File: src/hdl/swm_pkg.sv
// Shared types and constants for the sliding window maximum block.
// Used by the controller, the datapath and the top level; depends on nothing.
package swm_pkg;

  localparam int DATA_W = 32;
  localparam int POS_W  = 32;
  localparam int CFG_W  = 7;

  localparam logic [CFG_W-1:0] CFG_LEN_RESET = 7'd3;

  typedef struct packed {
    logic signed [DATA_W-1:0] sample;
    logic                     restart;
  } sample_t;

  typedef struct packed {
    logic signed [DATA_W-1:0] window_max;
    logic [POS_W-1:0]         window_end;
  } result_t;

  // Controller to datapath
  typedef struct packed {
    logic take;
    logic rd_front;
    logic rd_back;
    logic drop_head;
    logic drop_tail;
    logic append;
    logic load_out;
  } cmd_t;

  // Datapath to controller
  typedef struct packed {
    logic cand_empty;
    logic front_expired;
    logic back_smaller;
    logic window_full;
    logic out_free;
  } status_t;

endpackage

File: src/hdl/swm_ctrl.sv
// Sequencer for the sliding window maximum: walks one sample through front
// expiry, back pops, append and result load. Depends on swm_pkg.
module swm_ctrl (
  input  logic             clk,
  input  logic             rst,
  input  logic             sample_valid,
  output logic             sample_ready,
  input  swm_pkg::status_t status,
  output swm_pkg::cmd_t    cmd
);

  localparam logic [2:0] ST_IDLE      = 3'd0;
  localparam logic [2:0] ST_FRONT_RD  = 3'd1;
  localparam logic [2:0] ST_FRONT_CHK = 3'd2;
  localparam logic [2:0] ST_BACK_RD   = 3'd3;
  localparam logic [2:0] ST_BACK_CHK  = 3'd4;
  localparam logic [2:0] ST_APPEND    = 3'd5;
  localparam logic [2:0] ST_OUT_RD    = 3'd6;
  localparam logic [2:0] ST_OUT_LD    = 3'd7;

  logic [2:0] state;
  logic [2:0] state_next;

  assign sample_ready = (state == ST_IDLE) && !rst;

  always_comb begin
    state_next = state;
    cmd        = '0;
    unique case (state)
      ST_IDLE: begin
        if (sample_valid && sample_ready) begin
          cmd.take   = 1'b1;
          state_next = ST_FRONT_RD;
        end
      end
      ST_FRONT_RD: begin
        if (status.cand_empty) begin
          state_next = ST_APPEND;
        end else begin
          cmd.rd_front = 1'b1;
          state_next   = ST_FRONT_CHK;
        end
      end
      ST_FRONT_CHK: begin
        // drop one expired candidate per pass, then look again
        if (status.front_expired) begin
          cmd.drop_head = 1'b1;
          state_next    = ST_FRONT_RD;
        end else begin
          state_next = ST_BACK_RD;
        end
      end
      ST_BACK_RD: begin
        if (status.cand_empty) begin
          state_next = ST_APPEND;
        end else begin
          cmd.rd_back = 1'b1;
          state_next  = ST_BACK_CHK;
        end
      end
      ST_BACK_CHK: begin
        if (status.back_smaller) begin
          cmd.drop_tail = 1'b1;
          state_next    = ST_BACK_RD;
        end else begin
          state_next = ST_APPEND;
        end
      end
      ST_APPEND: begin
        cmd.append = 1'b1;
        state_next = ST_OUT_RD;
      end
      ST_OUT_RD: begin
        if (status.window_full) begin
          cmd.rd_front = 1'b1;
          state_next   = ST_OUT_LD;
        end else begin
          state_next = ST_IDLE;
        end
      end
      ST_OUT_LD: begin
        // hold until the output register is free
        if (status.out_free) begin
          cmd.load_out = 1'b1;
          state_next   = ST_IDLE;
        end
      end
      default: begin
        state_next = ST_IDLE;
      end
    endcase
  end

  always_ff @(posedge clk) begin
    if (rst) begin
      state <= ST_IDLE;
    end else begin
      state <= state_next;
    end
  end

endmodule

File: config.mk
export PLATFORM = sky130hd
export DESIGN_NAME = swm_ctrl
export DESIGN_NICKNAME = d
export VERILOG_FILES = /design/src/hdl/swm_pkg.sv /design/src/hdl/swm_ctrl.sv
export SDC_FILE = /design/constraint.sdc
export NUM_CORES = 1
export LEC_CHECK = 0
export CAP_MARGIN = 0
export CORE_AREA = 2 2 39 41
export DETAILED_ROUTE_END_ITERATION = 12
export DIE_AREA = 0 0 41 43
export DONT_BUFFER_PORTS = 1
export GPL_TIMING_DRIVEN = 0
export HOLD_SLACK_MARGIN = 0.08
export SYNTH_ARGS = -nofsm -noshare
export SYNTH_HDL_FRONTEND = slang
export SYNTH_SLANG_ARGS = --single-unit
File: constraint.sdc
create_clock -name clk -period 2.25 [get_ports clk]
set_input_delay 0.1125 -clock clk [delete_from_list [all_inputs] [get_ports clk]]
set_output_delay 0.1125 -clock clk [all_outputs]
set_load 0.02 [all_outputs]
# After elaboration in Yosys (flattened, before gate mapping)
# Cells that the tools add are included.
# word_totals
reg_bits	3
latchBits	0
mem_bits_rw	0
romBits	0
input_bits	8
memories	0
# op_classes
addsub	0
n_mul	0
n_div	0
magnitude_cmp	0
n_eq_ne	9
n_shift	0
mux	21
n_bitwise	0
reduce_logical	5
# ops
op	n
3-bit case mux with 8 select lines	1
3-bit two-way mux	5
1-bit two-way mux	13
3-bit equality test, second input constant	4
3-bit by 2-bit equality test with 1-bit output, second input constant	2
3-bit by 1-bit equality test with 1-bit output, second input constant	1
3-bit zero test	1
1-bit logical AND	2
2-bit two-way mux	1
2-bit by 1-bit != test with 1-bit output, second input constant	1
2-bit != test, second input constant	1
1-bit case mux with 2 select lines	1
2-bit AND reduction	1
1-bit zero test	1

# Logic depth before layout (Yosys ltp)
# logic_depth
word_depth	5
mapped_depth	4
mapped_depth_nobuf	3

# Worst setup path after synthesis
# Ideal clock, no wire load.
# synth_path
path_type	reg-to-output
start	register state[0]
end	output cmd[6] in the netlist's numbering
arrival_ps	1562
slack_ps	576
path_stages_with_launch	4
path_cell_list	dfxtp_1 buf_4 nor4_1 and2_1
# synth_lines
element	line_no	rtl
from (decl)	swm_ctrl.sv:21	logic [2:0] state;
from (signal assigned)	swm_ctrl.sv:98	state <= state_next;
to (decl)	swm_ctrl.sv:9	output swm_pkg::cmd_t cmd

==> out/qor.yml <==
outcome:
  status: "finished, final reports clean"
global_route:
  grt_pass1_vias: 262
  grt_first_pass_wirelength_um: 1080
  grt.overflow.total: 0
  grt_start_max_net_pins: 11
  grt_usage: 0.0892
  antenna_found_initial: 0
die:
  fp.dieArea_mm2: 0.00176
  die-height_um: 43
  die-width_um: 41
  placement_rows: 14
  design.portCount: 16
  core_region_area_mm2: 0.00138
  initial_standard_cell_utilization_of_the_core: 0.197
drt:
  remaining_drc_errors: 0
  avgRoutedWirePerCell_um: 12.7
  dr_vias: 280
  detailedRoute.firstPassIterationCount: 2
  ant_nets: 0
  drt_via_density: 5.00
  detail_route.wirelength_um: 711
  detailedRoute.firstIterationViolations: 2
logic_synthesis:
  yosys.area.top_type_share: 0.220
  synth_nets: 43
  syn-mean-instance-area_um2: 7.79
  ys_warn_count: 0
  synth_seq_cells: 3
  sequential_to_total_area_share_from_yosys_stat: 0.220
  cell_type_contributing_the_most_total_cell_area_after_synthesis: "sky130_fd_sc_hd__dfxtp_1"
  synthesized_instance_count: 35
  synthesis.area_um2: 273
  synth.area.top_cells: "sky130_fd_sc_hd__dfxtp_1 22%, sky130_fd_sc_hd__nand2b_1 6.9%, sky130_fd_sc_hd__a21oi_1 5.5%"
  synth_cell_types: 23
cts:
  clock_root_cell: "sky130_fd_sc_hd__clkbuf_4"
  cts_clk_pin_slew_worst_paths_ps: 40
  clkLatencyLatePin_ps: 230
  ctsLongestPathBuffers: 2
  post_cts.repair.setup_buffers: 0
  clock_sink_count: 3
  cts_inserted_buffers: 3
  tritoncts_clock_tree: "built"
  htree_num_levels: 1
sta:
  final.period_utilization: 0.916
  worst-slew-pin-transition_ps: 1020
  report.final.slew_viol_count: 0
  timing.slew.headroom: 0.315
  fmax_mhz: 485
  finalSetupTns_ps: 0
  number_of_endpoints_failing_setup_at_the_final_stage: 0
  rsz_0062_raised_after_global_routing: "false"
  fin_ws_ps: 189
  report.final.hold_viol_count: 0
  fin_worst_skew_ps: 3.23
  hold_slack_ps: 135
  final_period_minus_worst_setup_slack_ps: 2060
finish:
  regMostFlops: "state"
  multiInputGateArea_um2: 183
  number_of_flip_flops_under_the_largest_register_name: 3
  final_net_count: 49
  fin_area_um2: 329
  antenna_cells_inserted: 0
  finish.cell_count_without_fillers: 56
  area_delta_synth_final_pct: 20.6
  layout.area.seq_um2: 60.1
  reg.largest.list: "state x3"
  fill_cells: 163
  drive_gt1_frac: 0.150
worst_setup_path:
  criticalPathCategory: "flip-flop to primary output"
  endpoint_kind: "primary output"
  timing.reg2reg.setup_slack_ps: 740
  worst_path_dominant_cell_family: "simple AND/OR/NAND/NOR gates"
  crit_buf_inv: 1
  crit_path_cell_trace: "buf_4, nor4_1, and2_1"
  timing.critical_path.fanout_max: 10
  timing.critical_path.slowest_cell_delay_ps: 830
  required_time_of_the_worst_setup_path_ps: 2140
  worst_ep_arrival_time_ps: 1950
  critical_path.slowest_cell: "sky130_fd_sc_hd__nor4_1"
  worstSetupStartpointType: "flip-flop"
place:
  place_ws_ps: 441
  post-place-cells: 51
  routabilityCongestion: 0.718
  place_area_um2: 293
  number_of_input_and_output_port_buffers_inserted: 0
  dp.final_hpwl_um: 573
power:
  power_per_cell_area_mw_per_mm2: 689
  total_leakage_power_nw: 0.123
  irDropWorstVdd_mv: 0.162
run:
  drv.max_cap_violation_count: 0
worst_hold_path:
  hp-class: "primary input to flip-flop"
## per-stage QoR
step	power, W	util
finish	0.000227	0.238
global route	0.000244	0.238
CTS	0.000232	0.238
detailed placement	0.000130	0.212
global placement	0.000130	0.212
floorplan	0.000120	-
## worst reg2reg max path, stage by stage (launching register included)
cell and delay, ps:
sky130_fd_sc_hd__dfxtp_1 400, sky130_fd_sc_hd__nand2b_1 130, sky130_fd_sc_hd__o31ai_1 700, sky130_fd_sc_hd__o31a_1 230
## worst paths after layout
| check | start | end | depth (start not counted) |
|---|---|---|---|
| worst max-delay path | state[0]$_SDFFE_PP0P_ | cmd[6] | 3 |
| worst min-delay path | sample_valid | state[0]$_SDFFE_PP0P_ | 2 |
| worst max register to register | state[0]$_SDFFE_PP0P_ | state[1]$_SDFFE_PP0P_ | 3 |
| worst min register to register | state[1]$_SDFFE_PP0P_ | state[0]$_SDFFE_PP0P_ | 3 |
## layer usage
metal	wire length [um]	up-vias	track usage	part of all wire
met1	313	128	0.115	0.44
met5	0	-	0	0
li1	-	142	-	-
met2	336	10	0.125	0.47
met4	0	0	0.0600	0
met3	61	0	0.0209	0.086
## final cells by class
class,count,area share
flip-flops and latches,3,0.183
clock buffers,4,0.0798
inverters,3,0.0342
well taps,16,0.0608
plain buffers,2,0.0570
multi-input cells,27,0.555
repair buffers,1,0.0304
## Yosys cell counts
| cell | n |
|---|---|
| sky130_fd_sc_hd__or2b_1 | 1 |
| sky130_fd_sc_hd__and2_1 | 1 |
| sky130_fd_sc_hd__a21oi_1 | 3 |
| sky130_fd_sc_hd__nor2_1 | 3 |
| sky130_fd_sc_hd__nand2b_1 | 3 |
| sky130_fd_sc_hd__nor3_1 | 1 |
| sky130_fd_sc_hd__o31a_1 | 1 |
| sky130_fd_sc_hd__o21a_1 | 1 |
| sky130_fd_sc_hd__buf_6 | 1 |
| sky130_fd_sc_hd__dfxtp_1 | 3 |
| sky130_fd_sc_hd__nand4b_1 | 1 |
| sky130_fd_sc_hd__o311ai_0 | 1 |
| sky130_fd_sc_hd__nor4_1 | 2 |
| sky130_fd_sc_hd__o21bai_1 | 1 |
| sky130_fd_sc_hd__a221o_1 | 1 |
| sky130_fd_sc_hd__nand2_4 | 1 |
| sky130_fd_sc_hd__nor3b_1 | 2 |
| sky130_fd_sc_hd__inv_1 | 3 |
| sky130_fd_sc_hd__o221ai_1 | 1 |
| sky130_fd_sc_hd__nand2_1 | 1 |
| sky130_fd_sc_hd__o31ai_1 | 1 |
| sky130_fd_sc_hd__buf_4 | 1 |
| sky130_fd_sc_hd__or3b_1 | 1 |
## logic make-up (layout without fill, tap and decap cells)
logic type             Yosys count  count (layout)  synth area share
and+or+nand+nor                 17              17             0.399
DFF                              3               3             0.220
AOI/OAI and AO/OA               10              10             0.271
buffers and inverters            5              10             0.110
## placed cells by master (no fill, tap or decap), types with 2 or more instances in the layout
cell type,n
sky130_fd_sc_hd__inv_1,3
sky130_fd_sc_hd__clkbuf_4,3
sky130_fd_sc_hd__dfxtp_1,3
sky130_fd_sc_hd__a21oi_1,3
sky130_fd_sc_hd__nor3b_1,2
sky130_fd_sc_hd__nor4_1,2
sky130_fd_sc_hd__nand2b_1,3
sky130_fd_sc_hd__nor2_1,3
## repair_timing
action                                 CTS  global route
gates resized for setup                  0             0
hold buffers                             1             0
endpoints found under the hold margin    3             0
## report_power, final
group          total (W)  internal, W  switching, W
registers      0.0000672    0.0000592    0.00000802
logic          0.0000641    0.0000252     0.0000389
clock network  0.0000955    0.0000665     0.0000289
(Power assumes the default switching activity.)
