File: src/hdl/swm_pkg.sv
// Shared types and constants for the sliding window maximum block.
// Used by the controller, the datapath and the top level; depends on nothing.
package swm_pkg;

  localparam int DATA_W = 32;
  localparam int POS_W  = 32;
  localparam int CFG_W  = 7;

  localparam logic [CFG_W-1:0] CFG_LEN_RESET = 7'd3;

  typedef struct packed {
    logic signed [DATA_W-1:0] sample;
    logic                     restart;
  } sample_t;

  typedef struct packed {
    logic signed [DATA_W-1:0] window_max;
    logic [POS_W-1:0]         window_end;
  } result_t;

  // Controller to datapath
  typedef struct packed {
    logic take;
    logic rd_front;
    logic rd_back;
    logic drop_head;
    logic drop_tail;
    logic append;
    logic load_out;
  } cmd_t;

  // Datapath to controller
  typedef struct packed {
    logic cand_empty;
    logic front_expired;
    logic back_smaller;
    logic window_full;
    logic out_free;
  } status_t;

endpackage

File: src/hdl/swm_dp.sv
// Datapath for the sliding window maximum: candidate ring memory, pointers,
// position and fill counters, config register and output register. Depends on swm_pkg.
module swm_dp #(
  parameter int MAX_WINDOW = 64
) (
  input  logic                          clk,
  input  logic                          rst,
  input  logic                          cfg_valid,
  input  logic [swm_pkg::CFG_W-1:0]     cfg_data,
  input  swm_pkg::sample_t              sample_data,
  output logic                          result_valid,
  input  logic                          result_ready,
  output swm_pkg::result_t              result_data,
  input  swm_pkg::cmd_t                 cmd,
  output swm_pkg::status_t              status
);

  localparam int AW = (MAX_WINDOW > 1) ? $clog2(MAX_WINDOW) : 1;
  localparam int CW = $clog2(MAX_WINDOW + 1);
  localparam int SW = AW + 2;

  typedef struct packed {
    logic signed [swm_pkg::DATA_W-1:0] val;
    logic [swm_pkg::POS_W-1:0]         pos;
  } entry_t;

  entry_t mem [MAX_WINDOW];
  entry_t rd_data;

  logic [swm_pkg::CFG_W-1:0]        cfg_len;
  logic [AW-1:0]                    head;
  logic [CW-1:0]                    count;
  logic [CW-1:0]                    seen;
  logic [swm_pkg::POS_W-1:0]        pos;
  logic [swm_pkg::POS_W-1:0]        cur_pos;
  logic signed [swm_pkg::DATA_W-1:0] cur_sample;

  logic [31:0]   len_ext;
  logic [31:0]   keff;
  logic [AW-1:0] tail_addr;
  logic [AW-1:0] free_addr;
  logic [AW-1:0] rd_addr;
  logic          cand_full;

  function automatic logic [AW-1:0] wrap(input logic [SW-1:0] s);
    if (s >= SW'(MAX_WINDOW)) begin
      return AW'(s - SW'(MAX_WINDOW));
    end
    return AW'(s);
  endfunction

  // window length: zero acts as one, saturate at the ring depth
  assign len_ext = 32'(cfg_len);
  always_comb begin
    if (len_ext == 32'd0) begin
      keff = 32'd1;
    end else if (len_ext > 32'(MAX_WINDOW)) begin
      keff = 32'(MAX_WINDOW);
    end else begin
      keff = len_ext;
    end
  end

  assign tail_addr = wrap(SW'(head) + SW'(count) - SW'(1));
  assign free_addr = wrap(SW'(head) + SW'(count));
  assign rd_addr   = cmd.rd_back ? tail_addr : head;
  assign cand_full = (count == CW'(MAX_WINDOW));

  assign status.cand_empty    = (count == '0);
  assign status.front_expired = ((cur_pos - rd_data.pos) >= keff);
  assign status.back_smaller  = ($signed(rd_data.val) < cur_sample);
  assign status.window_full   = (32'(seen) >= keff);
  assign status.out_free      = !result_valid || result_ready;

  always_ff @(posedge clk) begin
    if (cmd.append && !cand_full) begin
      mem[free_addr] <= '{val: cur_sample, pos: cur_pos};
    end
    if (cmd.rd_front || cmd.rd_back) begin
      rd_data <= mem[rd_addr];
    end
  end

  always_ff @(posedge clk) begin
    if (rst) begin
      cfg_len <= swm_pkg::CFG_LEN_RESET;
      head    <= '0;
      count   <= '0;
      seen    <= '0;
      pos     <= '0;
    end else begin
      if (cfg_valid) begin
        cfg_len <= cfg_data;
      end
      if (cmd.take && sample_data.restart) begin
        head  <= '0;
        count <= '0;
        seen  <= '0;
        pos   <= '0;
      end
      if (cmd.drop_head) begin
        head  <= (head == AW'(MAX_WINDOW - 1)) ? '0 : head + AW'(1);
        count <= count - CW'(1);
      end
      if (cmd.drop_tail) begin
        count <= count - CW'(1);
      end
      if (cmd.append) begin
        if (!cand_full) begin
          count <= count + CW'(1);
        end
        if (seen != CW'(MAX_WINDOW)) begin
          seen <= seen + CW'(1);
        end
        pos <= cur_pos + swm_pkg::POS_W'(1);
      end
    end
  end

  always_ff @(posedge clk) begin
    if (cmd.take) begin
      cur_sample <= sample_data.sample;
      cur_pos    <= sample_data.restart ? '0 : pos;
    end
  end

  always_ff @(posedge clk) begin
    if (rst) begin
      result_valid <= 1'b0;
    end else if (cmd.load_out) begin
      result_valid <= 1'b1;
    end else if (result_ready) begin
      result_valid <= 1'b0;
    end
  end

  always_ff @(posedge clk) begin
    if (cmd.load_out) begin
      result_data.window_max <= rd_data.val;
      result_data.window_end <= cur_pos;
    end
  end

endmodule

File: config.mk
export PLATFORM = sky130hd
export DESIGN_NAME = swm_dp
export DESIGN_NICKNAME = d
export VERILOG_FILES = /design/src/hdl/swm_pkg.sv /design/src/hdl/swm_dp.sv
export SDC_FILE = /design/constraint.sdc
export NUM_CORES = 2
export LEC_CHECK = 0
export ABC_AREA = 1
export BUFFER_PORTS_ARGS = -buffer_cell sky130_fd_sc_hd__buf_2
export CELL_PAD_IN_SITES_DETAIL_PLACEMENT = 0
export CELL_PAD_IN_SITES_GLOBAL_PLACEMENT = 1
export CORE_UTILIZATION = 47
export DETAILED_ROUTE_END_ITERATION = 10
export PLACE_DENSITY = 0.81
export SYNTH_ARGS = -nofsm -noshare
export SYNTH_HDL_FRONTEND = slang
export SYNTH_SLANG_ARGS = --single-unit
File: constraint.sdc
create_clock -name clk -period 4.5 [get_ports clk]
set_input_delay 0 -clock clk [delete_from_list [all_inputs] [get_ports clk]]
set_output_delay 0 -clock clk [all_outputs]
set_load 0.01 [all_outputs]
Yosys cells after proc, flatten, opt, wreduce, memory -nomap -nowiden
Memories as Yosys holds them, arrays and structs flattened. A register that Yosys moved wholly into a read port is not among the register bits.
Index checks and enable logic that the tools add are counted.
{ "op_classes": {"add_sub_neg": 10, "muxes": 26, "eq_ne": 3, "n_reduce_logical": 11, "order_cmp": 6} }
{ "op_table": {"columns": ["op", "count"], "rows": [
  ["7-bit 2-to-1 mux", 10],
  ["32-bit 2-to-1 mux", 2],
  ["6-bit 2-to-1 mux", 8],
  ["32-bit by 1-bit adder with 32-bit output (second input constant)", 1],
  ["32-bit greater-or-equal comparator", 1],
  ["7-bit by 32-bit greater-or-equal comparator with 1-bit output", 1],
  ["32-bit zero test", 1],
  ["32-bit less-than comparator", 1],
  ["32-bit subtractor", 1],
  ["8-bit by 7-bit greater-or-equal comparator with 1-bit output (second input constant)", 2],
  ["7-bit by 1-bit adder with 7-bit output (second input constant)", 2],
  ["6-bit by 1-bit subtractor with 6-bit output (second input constant)", 2],
  ["6-bit by 7-bit adder with 8-bit output", 1],
  ["8-bit by 1-bit subtractor with 8-bit output (second input constant)", 1],
  ["7-bit equality test (second input constant)", 1],
  ["7-bit greater-than comparator (second input constant)", 1],
  ["7-bit zero test", 1],
  ["7-bit inequality test (second input constant)", 1],
  ["7-bit by 1-bit subtractor with 7-bit output (second input constant)", 1],
  ["6-bit by 1-bit adder with 6-bit output (second input constant)", 1],
  ["6-bit equality test (second input constant)", 1],
  ["1-bit 2-to-1 mux", 6],
  ["2-bit nonzero test", 3],
  ["1-bit logical AND", 2],
  ["2 further kinds", 4]
]} }
{ "word_totals": {"memories": 1, "register_bits": 188, "output_inout_bits": 70, "in_bits": 51, "ramBits": 4096, "elab_cells": 67} }
{ "mem_list": {"columns": ["memory", "words", "word_bits", "rd", "rd_ports_with_merged_regs", "write_ports", "line_no", "source"], "rows": [
  ["mem", 64, 64, 1, 1, 1, "swm_dp.sv:27", "entry_t mem [MAX_WINDOW];"]
]} }

Longest topological paths before layout
{ "depth": {"ltp_word": 6, "ltp_mapped": 20, "ltp_nobuf": 20} }

Least setup slack after synthesis
Ideal clock, no wire load.
{ "synth_timing": {"path_kind": "reg-to-reg", "startpoint": "register head[0]", "endpoint": "memory mem[48][0] (netlist name), enable pin", "setup_slack_ns": -0.513, "t_arrival_ns": 4.526, "period_less_slack_ns": 5.013, "n_path_buf": 0, "required_time_ns": 4.013, "setup_time_ns": 0.487, "stages_incl_launch_ff": 8, "path_cell_list": "dfxtp_1 ha_1 fa_1 a21oi_1 o21ai_1 xor2_1 nand3_1 nor2_1"} }
{ "synth_via": {"elab_chain_len": 4, "elab_cells_between_ends": 6, "classes_between": "add/sub (2); order compare (1); mux (3)"} }
{ "synth_rtl": {"columns": ["element", "line_no", "source"], "rows": [
  ["start: declaration", "swm_dp.sv:31", "logic [AW-1:0] head;"],
  ["start signal: assignment", "swm_dp.sv:102", "head <= (head == AW'(MAX_WINDOW - 1)) ? '0 : head + AW'(1);"],
  ["6-bit by 7-bit adder with 8-bit output *", "swm_dp.sv:65", "assign free_addr = wrap(SW'(head) + SW'(count));"],
  ["8-bit by 7-bit greater-or-equal comparator with 1-bit output or 6-bit by 1-bit subtractor with 6-bit output (tied branches)", "swm_dp.sv:46, swm_dp.sv:47", null],
  ["1-bit 2-to-1 mux or 6-bit 2-to-1 mux (tied branches)", "swm_dp.sv:46", "if (s >= SW'(MAX_WINDOW)) begin"],
  ["6-bit 2-to-1 mux *", "swm_dp.sv:49", "return AW'(s);"],
  ["end: declaration", "swm_dp.sv:27", null]
]} }
Mark *: on every way between the ends. The rest lies on a longest branch, timed or not. The select of a mux whose other input is x is not followed.

==> out/results.tsv <==
stage	metric	value	unit
setup_path	crit_type	reg -> out	
cts	numCtsBuffers	435	
timing	layout_min_cycle_time	4380	ps
global_route	busiest_layer	met2	
placement	placed_cells	19000	
power_and_ir_drop	power.density	503	mW/mm^2
timing	rsz0062_at_grt	no	
timing	fmax	0.228	GHz
cts	cts.path.max_buffers	4	
setup_path	required	4500	ps
finish	seq_area	0.130	sq mm
timing	fin_ws	119	ps
synth	syn_area	0.175	sq mm
power_and_ir_drop	intPower	0.0719	W
worst_hold_path	holdCritPathClass	in -> reg	
finish	fillCellCount	30200	
synth	yosys_register_bits	4348	
finish	multi_input_area	0.0404	sq mm
cts	insertion_delay	1020	ps
power_and_ir_drop	power.net_switching	0.0291	W
global_route	grt_use_total	0.292	
floorplanning	fp.dieH	611	um
floorplanning	die_area	0.374	sq mm
global_route	grt_max_degree	173	
placement	place_ws	474	ps
global_route	grt_pass1_vias	112000	
cts	cts_root_buf	clkbuf_16	
synth	yosys_most_used_dff	edfxtp_1	
global_route	antenna_found_initial	30	
synth	ys_seq_area_frac	0.745	
routing	routedWlPerCell	28.0	um
routing	num_vias	120000	
placement	dpl.hpwl	302000	um
global_route	grt-ovfl-total	0	
setup_path	start_kind	register	
global_route	grt_pass1_wl	791000	um
setup_path	path_max_fanout	4	
routing	drt_first_pass_iters	6	
synth	synth.net_count	14400	
finish	layout-drive-gt1-share	0.0938	
worst_hold_path	hold_depth	2	
placement	finalWeightedCongestion	0.890	
global_route	use_met1	0.390	
timing	setup_viol	0	
timing	fin_tns_setup	0	ps
timing	hold_violations	0	
floorplanning	fp.dieW	611	um
finish	final_cells	19900	
power_and_ir_drop	sw_frac_of_total	0.288	
status	status	complete, no violations	
routing	first_iter_violations	17500	
setup_path	cp.arrival	4380	ps
finish	syn_to_final_growth	14.9	%
timing	slew-limit-headroom	0.148	
power_and_ir_drop	ir_worst_vdd	0.000371	V
synth	synth_cells	14200	
cts	htreeDepth	5	
power_and_ir_drop	power.leakage	68.6	nW
setup_path	crit_path_end_kind	output port	
routing	drcViolationCount	0	
timing	tightest_slew	1270	ps
cts	clk_pin_slew	60	ps
timing	period_share	0.974	
setup_path	reg2reg_depth	16	
synth	yosysWarnings	0	
synth	avgSynthCellArea	12.3	sq um
job	drv_cap	0	
power_and_ir_drop	seqPwrFrac	0.460	
synth	synth_edf_count	4288	
power_and_ir_drop	p_clk_frac	0.361	
global_route	use_met3	0.0557	
floorplanning	start_util	0.473	
finish	nNetsFinal	14700	
synth	synth_cell_type_count	44	
floorplanning	io_pins	121	
floorplanning	fp-row-count	223	
timing	slew_violations	0	
power_and_ir_drop	power_frac_comb	0.179	
placement	portBuffers	120	
cts	tritoncts	yes	
routing	antenna_left	0	
routing	wl	556000	um
global_route	use_met2	0.456	
timing	finClkSkew	59.4	ps
cts	cts.sinks	4348	
synth	synthArstFlopShare	0	
floorplanning	core	0.369	sq mm
routing	routed_via_density	6.02	
-- power by group through the flow --
stage / Clock (W) / Combinational [W] / Sequential (W)
detailed placement: 0 / 0.0175 / 0.0473
CTS: 0.0367 / 0.0178 / 0.0464
floorplan: 0 / 0.0105 / 0.0470
global placement: 0 / 0.0174 / 0.0473
finish: 0.0365 / 0.0181 / 0.0464
global route: 0.0381 / 0.0197 / 0.0464
-- cell families (layout without fill, tap and decap cells) --
| family | Yosys count | in the layout | synth area share |
|---|---|---|---|
| other | 0 | 9 | 0 |
| buffers and inverters | 1190 | 1879 | 0.0273 |
| AO/OA/AOI/OAI | 3235 | 3235 | 0.101 |
| AND/OR/NAND/NOR | 5357 | 5357 | 0.119 |
| XOR/XNOR | 24 | 24 | 0.00120 |
| flip-flops | 4348 | 4348 | 0.745 |
| adder cells (fa/ha/maj) | 91 | 91 | 0.00661 |
-- state kept, by name, indices dropped and copies added, names as in the netlist --
| signal | count |
|---|---|
| cur_sample | 32 |
| head | 6 |
| result_valid | 1 |
| cur_pos | 32 |
| count | 7 |
| result_data | 64 |
| pos | 32 |
| mem | 4096 |
| seen | 7 |
| cfg_len | 7 |
| rd_data | 64 |
-- final cells by class --
class / instances / area share
Clock buffer: 527 / 0.0566
Multi-Input combinational cell: 8707 / 0.202
Timing Repair Buffer: 794 / 0.0431
Antenna cell: 9 / 0.000112
Inverter: 282 / 0.00539
Clock inverter: 276 / 0.0146
Sequential cell: 4348 / 0.648
Tap cell: 4950 / 0.0309
-- layer usage --
metal	up-vias	share of wire
li1	52100	-
met1	59200	0.38
met2	7183	0.46
met3	1348	0.11
met4	10	0.057
met5	-	0.00012
-- worst max-delay path, cell delays in order, from the launching register on --
cell and delay [ps]:
edfxtp_1 710, inv_2 110, ha_4 280, nand2_1 70
nand2_1 100, inv_1 100, nand3_2 130, xor2_2 180
ha_1 320, a21oi_2 170, nand2_1 110, a21oi_2 140
nand3_2 90, nor2_1 140, nand3_1 120, nor3_2 260
nand2_4 180, buf_6 170
-- synthesized netlist by cell type (all sizes together) (2+ instances only) --
cell / count / share of area
a211oi: 6 / 0.00026
a21o: 4 / 0.00017
a21oi: 104 / 0.0030
a221oi: 5 / 0.00025
and2: 3 / 0.00011
buf: 254 / 0.0072
clkbuf: 654 / 0.014
dfxtp: 60 / 0.0069
edfxtp: 4288 / 0.74
fa: 2 / 0.00023
ha: 89 / 0.0064
inv: 281 / 0.0060
nand2: 2522 / 0.054
nand3: 468 / 0.013
nand3b: 7 / 0.00030
nand4: 19 / 0.00068
nor2: 2302 / 0.050
nor3: 27 / 0.00077
nor4: 4 / 0.00014
o211ai: 2 / 0.000086
o21a: 2 / 0.000086
o21ai: 2070 / 0.059
o21bai: 4 / 0.00017
o221ai: 5 / 0.00025
o22ai: 1009 / 0.036
o31ai: 18 / 0.00077
or2: 4 / 0.00014
xor2: 23 / 0.0012
-- layout by cell type, fill, tap and decap left out, types with 49 or more instances in the layout --
cell type      netlist  final
ha_1                89     88
o21ai_0           2065   2063
clkinv_1             1    101
clkbuf_1           654     86
clkbuf_16            0    440
nand2_1           2521   2517
buf_4                1    353
buf_2              233    117
nor2_4               0     65
clkinv_2             0     82
dlygate4sd3_1        0    107
nor2_1            2302   2236
buf_12               0    216
edfxtp_1          4288   4288
inv_1              277    274
a21oi_1            104    101
nand3_1            468    466
bufinv_16            0     49
o22ai_1           1009   1009
dfxtp_1             60     60
-- final timing paths --
check / endpoint / start / slack (ps)
setup / recovery: status[3] / rd_data[4]$_DFFE_PP_ / 120
hold / removal: cur_sample[11]$_DFFE_PP_ / cmd[6] / 50
setup reg to reg: rd_data[60]$_DFFE_PP_ / head[0]$_SDFFE_PP0P_ / 360
hold reg to reg: pos[31]$_SDFFE_PP0P_ / pos[31]$_SDFFE_PP0P_ / 470
-- through the flow --
stage / utilization / total power, W / hold slack [ps] / area, sq um
after floorplan: - / 0.0576 / 98.9 / 175000
after global routing: 0.543 / 0.104 / 66.5 / 201000
after global placement: 0.502 / 0.0647 / 176 / 185000
final: 0.543 / 0.101 / 46.5 / 201000
after detailed placement: 0.502 / 0.0648 / 178 / 185000
after CTS: 0.543 / 0.101 / 13.1 / 201000
-- timing repair --
action                                 CTS  global route
endpoints found under the hold margin  231             0
pin swaps                                1             3
resized for setup                        8             8
setup endpoints to repair                2             1
setup buffers                            2             0
hold buffers                           107             0
Note: power is estimated with default switching activity, not from simulation.
